File: config.mk
export PLATFORM = sky130hd
export DESIGN_NAME = rnt_bin_cell
export DESIGN_NICKNAME = d
export VERILOG_FILES = /design/src/rtl/rnt_pkg.sv /design/src/rtl/rnt_bin_cell.sv
export SDC_FILE = /design/constraint.sdc
export NUM_CORES = 1
export LEC_CHECK = 0
export BUFFER_PORTS_ARGS = -buffer_cell sky130_fd_sc_hd__buf_4
export CORE_AREA = 2 2 110 112
export CTS_BUF_LIST = sky130_fd_sc_hd__clkbuf_4 sky130_fd_sc_hd__clkbuf_8 sky130_fd_sc_hd__clkbuf_16
export DETAILED_ROUTE_END_ITERATION = 7
export DIE_AREA = 0 0 112 114
export PLACE_DENSITY_LB_ADDON = 0.12
export SLEW_MARGIN = 20
export SYNTH_ARGS = -nofsm -noshare
export SYNTH_HDL_FRONTEND = slang
export SYNTH_SLANG_ARGS = --single-unit
File: constraint.sdc
create_clock -name clk -period 2.45 [get_ports clk]
set_input_delay 0 -clock clk [delete_from_list [all_inputs] [get_ports clk]]
set_output_delay 0 -clock clk [all_outputs]
set_load 0.02 [all_outputs]
File: src/rtl/rnt_pkg.sv
package rnt_pkg;

    // Fixed sizes of the hash index and of the word fields.
    localparam int INDEX_ENTRIES = 256;
    localparam int HASH_W        = 8;
    localparam int MAC_W         = 48;
    localparam int AGE_W         = 16;
    localparam int KIND_W        = 2;
    localparam int NODE_WORD_W   = KIND_W + 3 * AGE_W;

    // Defaults for the top-level parameters.
    localparam int DEF_BIN_ENTRIES  = 128;
    localparam int DEF_NODE_ENTRIES = 128;
    localparam int DEF_MAX_AGE      = 65535;

    localparam logic [15:0] FORGET_RESET = 16'hFFFF;

    // Command codes.
    localparam logic [1:0] CMD_LEARN = 2'd0;
    localparam logic [1:0] CMD_TICK  = 2'd1;
    localparam logic [1:0] CMD_PURGE = 2'd2;

    // Result codes.
    localparam logic [1:0] RES_NEW   = 2'd0;
    localparam logic [1:0] RES_KNOWN = 2'd1;
    localparam logic [1:0] RES_FULL  = 2'd2;

    // Node kinds.
    localparam logic [1:0] KIND_SAN_A   = 2'd0;
    localparam logic [1:0] KIND_SAN_B   = 2'd1;
    localparam logic [1:0] KIND_DAN_PRP = 2'd2;
    localparam logic [1:0] KIND_DAN_HSR = 2'd3;

    // Operation of one bin cell in a cycle.
    typedef enum logic [2:0] {
        OP_HOLD,
        OP_FROM_LOWER,
        OP_FROM_UPPER,
        OP_LOAD,
        OP_CLEAR
    } cell_op_t;

    // Write controls of the node store.
    typedef struct packed {
        logic wr_en;
        logic set_taken;
        logic clr_taken;
    } node_ctl_t;

    // Write controls of the hash index.
    typedef struct packed {
        logic off_we;
        logic cnt_we;
    } idx_ctl_t;

    // XOR of the six address bytes.
    function automatic logic [HASH_W-1:0] addr_hash(input logic [MAC_W-1:0] a);
        logic [HASH_W-1:0] h;
        h = '0;
        for (int k = 0; k < 6; k++) begin
            h = h ^ a[8*k +: 8];
        end
        return h;
    endfunction

endpackage

File: src/rtl/rnt_bin_cell.sv
module rnt_bin_cell #(
    parameter int NODE_ENTRIES = rnt_pkg::DEF_NODE_ENTRIES,
    localparam int NVW = $clog2(NODE_ENTRIES + 1)
) (
    input  logic                       clk,
    input  logic                       rst_n,
    input  rnt_pkg::cell_op_t          op,
    input  logic [rnt_pkg::MAC_W-1:0]  ld_addr,
    input  logic [NVW-1:0]             ld_ptr,
    input  logic [rnt_pkg::MAC_W-1:0]  lo_addr,
    input  logic [NVW-1:0]             lo_ptr,
    input  logic [rnt_pkg::MAC_W-1:0]  hi_addr,
    input  logic [NVW-1:0]             hi_ptr,
    input  logic [rnt_pkg::MAC_W-1:0]  mac,
    output logic [rnt_pkg::MAC_W-1:0]  addr,
    output logic [NVW-1:0]             ptr,
    output logic                       empty,
    output logic                       match,
    output logic [rnt_pkg::HASH_W-1:0] hash
);
    import rnt_pkg::*;

    localparam logic [NVW-1:0] PTR_NONE = NVW'(NODE_ENTRIES);

    logic [MAC_W-1:0] addr_reg;
    logic [NVW-1:0]   ptr_reg;

    // One bin: load, take a neighbor's contents, or drop the node pointer.
    always_ff @(posedge clk or negedge rst_n)
    begin
        if (!rst_n)
        begin
            addr_reg <= '0;
            ptr_reg  <= PTR_NONE;
        end
        else
        begin
            case (op)
                OP_LOAD:
                begin
                    addr_reg <= ld_addr;
                    ptr_reg  <= ld_ptr;
                end
                OP_FROM_LOWER:
                begin
                    addr_reg <= lo_addr;
                    ptr_reg  <= lo_ptr;
                end
                OP_FROM_UPPER:
                begin
                    addr_reg <= hi_addr;
                    ptr_reg  <= hi_ptr;
                end
                OP_CLEAR:
                begin
                    ptr_reg <= PTR_NONE;
                end
                default:
                begin
                    addr_reg <= addr_reg;
                end
            endcase
        end
    end

    // Local status seen by the sequencer.
    assign addr  = addr_reg;
    assign ptr   = ptr_reg;
    assign empty = (ptr_reg >= PTR_NONE);
    assign match = (addr_reg == mac) && !empty;
    assign hash  = addr_hash(addr_reg);

endmodule

Word-level counts from Yosys, hierarchy flattened
Index checks and enable logic that the tools add are counted.
{ "totals": {"register_bits": 56, "output_inout_bits": 66, "word_cells": 19} }
{ "op_classes": {"n_lt_le_gt_ge": 1, "n_eq_ne": 5, "muxes": 2, "bitwise_logic": 5, "reduce_logical": 4} }
{ "op_table": {"columns": ["cell", "count"], "rows": [
  ["$pmux W48 S3", 1],
  ["$eq A48 B48 Y1", 1],
  ["$xor A8 B8 Y8", 5],
  ["$pmux W8 S4", 1],
  ["$ge A8 B8 Y1 const B", 1],
  ["$eq A3 B2 Y1 const B", 2],
  ["$reduce_bool A4 Y1", 1],
  ["$eq A3 B1 Y1 const B", 1],
  ["$eq A3 B3 Y1 const B", 1],
  ["$reduce_bool A3 Y1", 1],
  ["$logic_and A1 B1 Y1", 1],
  ["$logic_not A1 Y1", 1]
]} }

Logic depth before layout (Yosys ltp)
{ "logic_depth": {"word_depth": 5, "ltp_mapped": 6, "mapped_depth_nobuf": 4} }

Worst setup path after synthesis
OpenSTA, ideal clock, no wires.
{ "synth_timing": {"path_kind": "register to output", "startpoint": "register addr_reg[26], in the netlist addr[26]", "endpoint": "output port match", "arrival_time_ns": 1.608, "required_ns": 2.450, "path_slack_ns": 0.842, "path_stages_with_launch": 5, "path_buffers": 0, "cell_sequence": "dfrtp_1 > xnor2_1 > nand4_1 > or3_1 > nor4_2"} }
{ "synth_between": {"elab_chain_cells": 2} }
{ "synth_lines": {"columns": ["item", "line_no", "source"], "rows": [
  ["start, declared", "rnt_bin_cell.sv:25", "logic [MAC_W-1:0] addr_reg;"],
  ["start signal, assigned", "rnt_bin_cell.sv:41", "addr_reg <= ld_addr;"],
  ["start signal, assigned", "rnt_bin_cell.sv:46", "addr_reg <= lo_addr;"],
  ["start signal, assigned", "rnt_bin_cell.sv:51", "addr_reg <= hi_addr;"],
  ["$eq A48 B48 Y1", "rnt_bin_cell.sv:70", "assign match = (addr_reg == mac) && !empty;"],
  ["$logic_and A1 B1 Y1", "rnt_bin_cell.sv:70", null],
  ["end, declared", "rnt_bin_cell.sv:18", "output logic match,"]
]} }
No other way between the ends.

Worst setup path after layout
{ "layout_timing": {"startpoint": "register addr_reg[41], in the netlist addr[41]", "endpoint": "output port match"} }
The elaborated chain is that of the path after synthesis.

==> out/results.ini <==
[outcome]
status = finished with violations
violations = negative hold slack

[synth]
netlist_area_mm2 = 0.00448
ys_types = 28
synth-seq-cells = 56
syn_inst = 483
synth.top_cell.area_share_pct = 30.7
synth_top_cell_by_area = dfrtp_1
synth.net_count = 704
syn_avg_cell_area_um2 = 9.27
ys_warn_count = 0
yosysSeqAreaShare_pct = 31.3
synthTopCellsByArea = dfrtp_1 31%, mux2_2 12%, xor2_1 10%

[grt]
grt_pass1_vias = 4844
grt_remaining_overflow = 0
grt_pass1_wl_um = 26900
antenna_found_initial = 0
grtUsageTotal_pct = 27.0
grt_max_degree = 115

[floorplanning]
core_mm2 = 0.0117
die_area_mm2 = 0.0128
die_x_um = 112
num_rows = 40
initial_core_util_pct = 38.2
die_h_um = 114
io_pins = 287

[detailed_routing]
via_per_inst = 5.24
post_drt_wl_per_cell_um = 19.6
wl_met3_um = 1430
drt.antenna.violating_nets = 0
drt_first_pass_iters = 4
route.met2.wl_um = 9010
drc = 0
highest_layer = met4
drtIter0Drc = 319
wl_um = 18000
vias = 4820
drt-met1-wl_um = 7260

[min_path]
hold_class = in2reg

[sta]
max_freq_ghz = 0.484
hold_ws_ps = -1.81
slew_headroom_pct = 34.6
setup_viol = 0
tns_ps = 0
hold_violations = 1
finalMaxSlewViolations = 0
period_minus_slack_ps = 2070
fin_skew_ps = 0
finalCritPeriodShare_pct = 84.3
tightestPinTransition_ps = 980
rsz0062_at_grt = no

[pwr]
power_density_mw_per_mm2 = 593
p_int_w = 0.00262
p_clk_share_pct = 19.7
power.total_w = 0.00424
leakage_nw = 3.26
seq_power_share_pct = 31.3
combPwrFrac_pct = 49.1
ir_worst_vdd_uv = 360
p_sw_w = 0.00161
p_sw_share_pct = 38.1

[cts]
clk_path_buf_depth = 2
cts-root-buf = clkbuf_16
clock_latency_ps = 300
cts_max_level = 2
ctsHoldBuffers = 30
post_cts_resized = 0
cts_setup_buffers = 0
clkSinkCount = 56
cts_buffers = 5
cts_tree = built
cts.reportedPaths.clkPinSlew_ps = 70

[setup_path]
r2r-start = addr[42]
path_class = reg2out
arrival_ps = 2070
worst_setup_path_end_kind = output pin
path_max_fanout = 5
startpoint = addr[41]
reg2regPathDepth = 3
crit_required_ps = 2450
crit_end = match
worstSetupStartpointType = flip-flop
reg2reg_to = addr[42]
rrSetupSlack_ps = 1370

[final_layout]
final_nets = 993
largest_reg_flops = 48
final-instance-count-excl-fill = 920
multi_input_area_mm2 = 0.00286
drive_above_1_share_pct = 45.5
register_area_mm2 = 0.00140
antennaDiodeCount = 0
fill_cells = 1023
final_util_pct = 61.0
syn2layout_area_growth_pct = 59.6

[place]
placedCellCount = 882
port_buffers = 286
place_hpwl_um = 13400
gp_congestion = 0.802

[job]
cap_viol_max_count = 0

==> critical path, cell delays in order (launching register included) <==
cell and delay [ps]:
dfrtp_1 450, xor2_1 190, nor4_1 470, nand4_1 170
nor4_2 300, buf_4 190
==> per-stage QoR <==
step	instance area, um2	setup WS [ps]
4_1_cts	7150	380
6_report	7150	384
3_3_place_gp	6680	724
2_1_floorplan	4480	842
5_1_grt	7150	222
3_5_place_dp	6680	718
==> area by class of cell <==
cell class                 instances  share of cell area, %
clock inverter                     2                  0.490
inverter                           8                  0.420
sequential                        56                   19.6
multi-input combinational        381                   40.0
tap                              147                   2.57
timing repair buffer             320                   35.0
clock buffer                       6                   1.86
==> worst min path at each step <==
stage	start	endpoint	depth (start not counted)
3_5_place_dp	rst_n	addr[27]	1
6_report	hi_addr[27]	addr[27]	3
3_3_place_gp	rst_n	addr[28]	1
5_1_grt	hi_addr[18]	addr[18]	3
2_1_floorplan	rst_n	addr[0]	0
4_1_cts	hi_addr[34]	addr[34]	3
==> cells in the final DEF (no fill, tap or decap) <==
master and instances:
a211oi_1 7, dfrtp_1 55, o21a_1 7, clkbuf_16 5
and2b_2 2, a22oi_1 49, inv_1 8, nand4_1 3
clkbuf_4 1, xor2_1 52, a221oi_1 7, o21ai_1 17
a21oi_1 48, mux2i_1 7, clkinv_2 1, buf_12 2
bufinv_16 1, nor2b_1 48, dlygate4sd3_1 30, nor2_2 1
xnor2_1 36, o31ai_1 1, buf_4 288, nor4_2 1
or3_1 1, mux2_2 49, nand3_1 1, o21ai_0 33
nor4_1 10, dfstp_2 1, nor3_1 1
==> cells by family (layout without fill, tap and decap cells) <==
group | Yosys count | count (layout) | synth area share (%)
multiplexers | 56 | 56 | 13.9
AO/OA/AOI/OAI | 169 | 169 | 23.1
AND/OR/NAND/NOR | 68 | 68 | 9.64
buffers and inverters | 46 | 336 | 4.86
flip-flops | 56 | 56 | 31.3
XOR/XNOR | 88 | 88 | 17.2
==> power by group through the flow <==
stage / combinational, W / clock [W] / sequential [W]
5_1_grt: 0.00222 / 0.000882 / 0.00135
3_5_place_dp: 0.00204 / 0 / 0.00134
4_1_cts: 0.00209 / 0.000851 / 0.00132
3_3_place_gp: 0.00203 / 0 / 0.00132
6_report: 0.00208 / 0.000833 / 0.00132
2_1_floorplan: 0.000963 / 0 / 0.00143
==> per-layer routing <==
layer,track usage (%),up-vias
met1,33.6,2251
li1,-,2320
met3,5.69,17
met4,6.42,0
met2,48.4,232
met5,0,-
==> Yosys cell counts (all sizes together) <==
library cell  number
nand3              1
o21a               7
xor2              52
xnor2             36
o31ai              1
clkbuf            15
nor2               1
and2b              2
mux2              49
nor2b             48
o21ai             50
buf               23
nor3               1
a211oi             7
nor4              11
dfstp              1
or3                1
nand4              3
a221oi             7
dfrtp             55
inv                8
a21oi             48
a22oi             49
mux2i              7
Note: power is estimated with default switching activity, not from simulation.
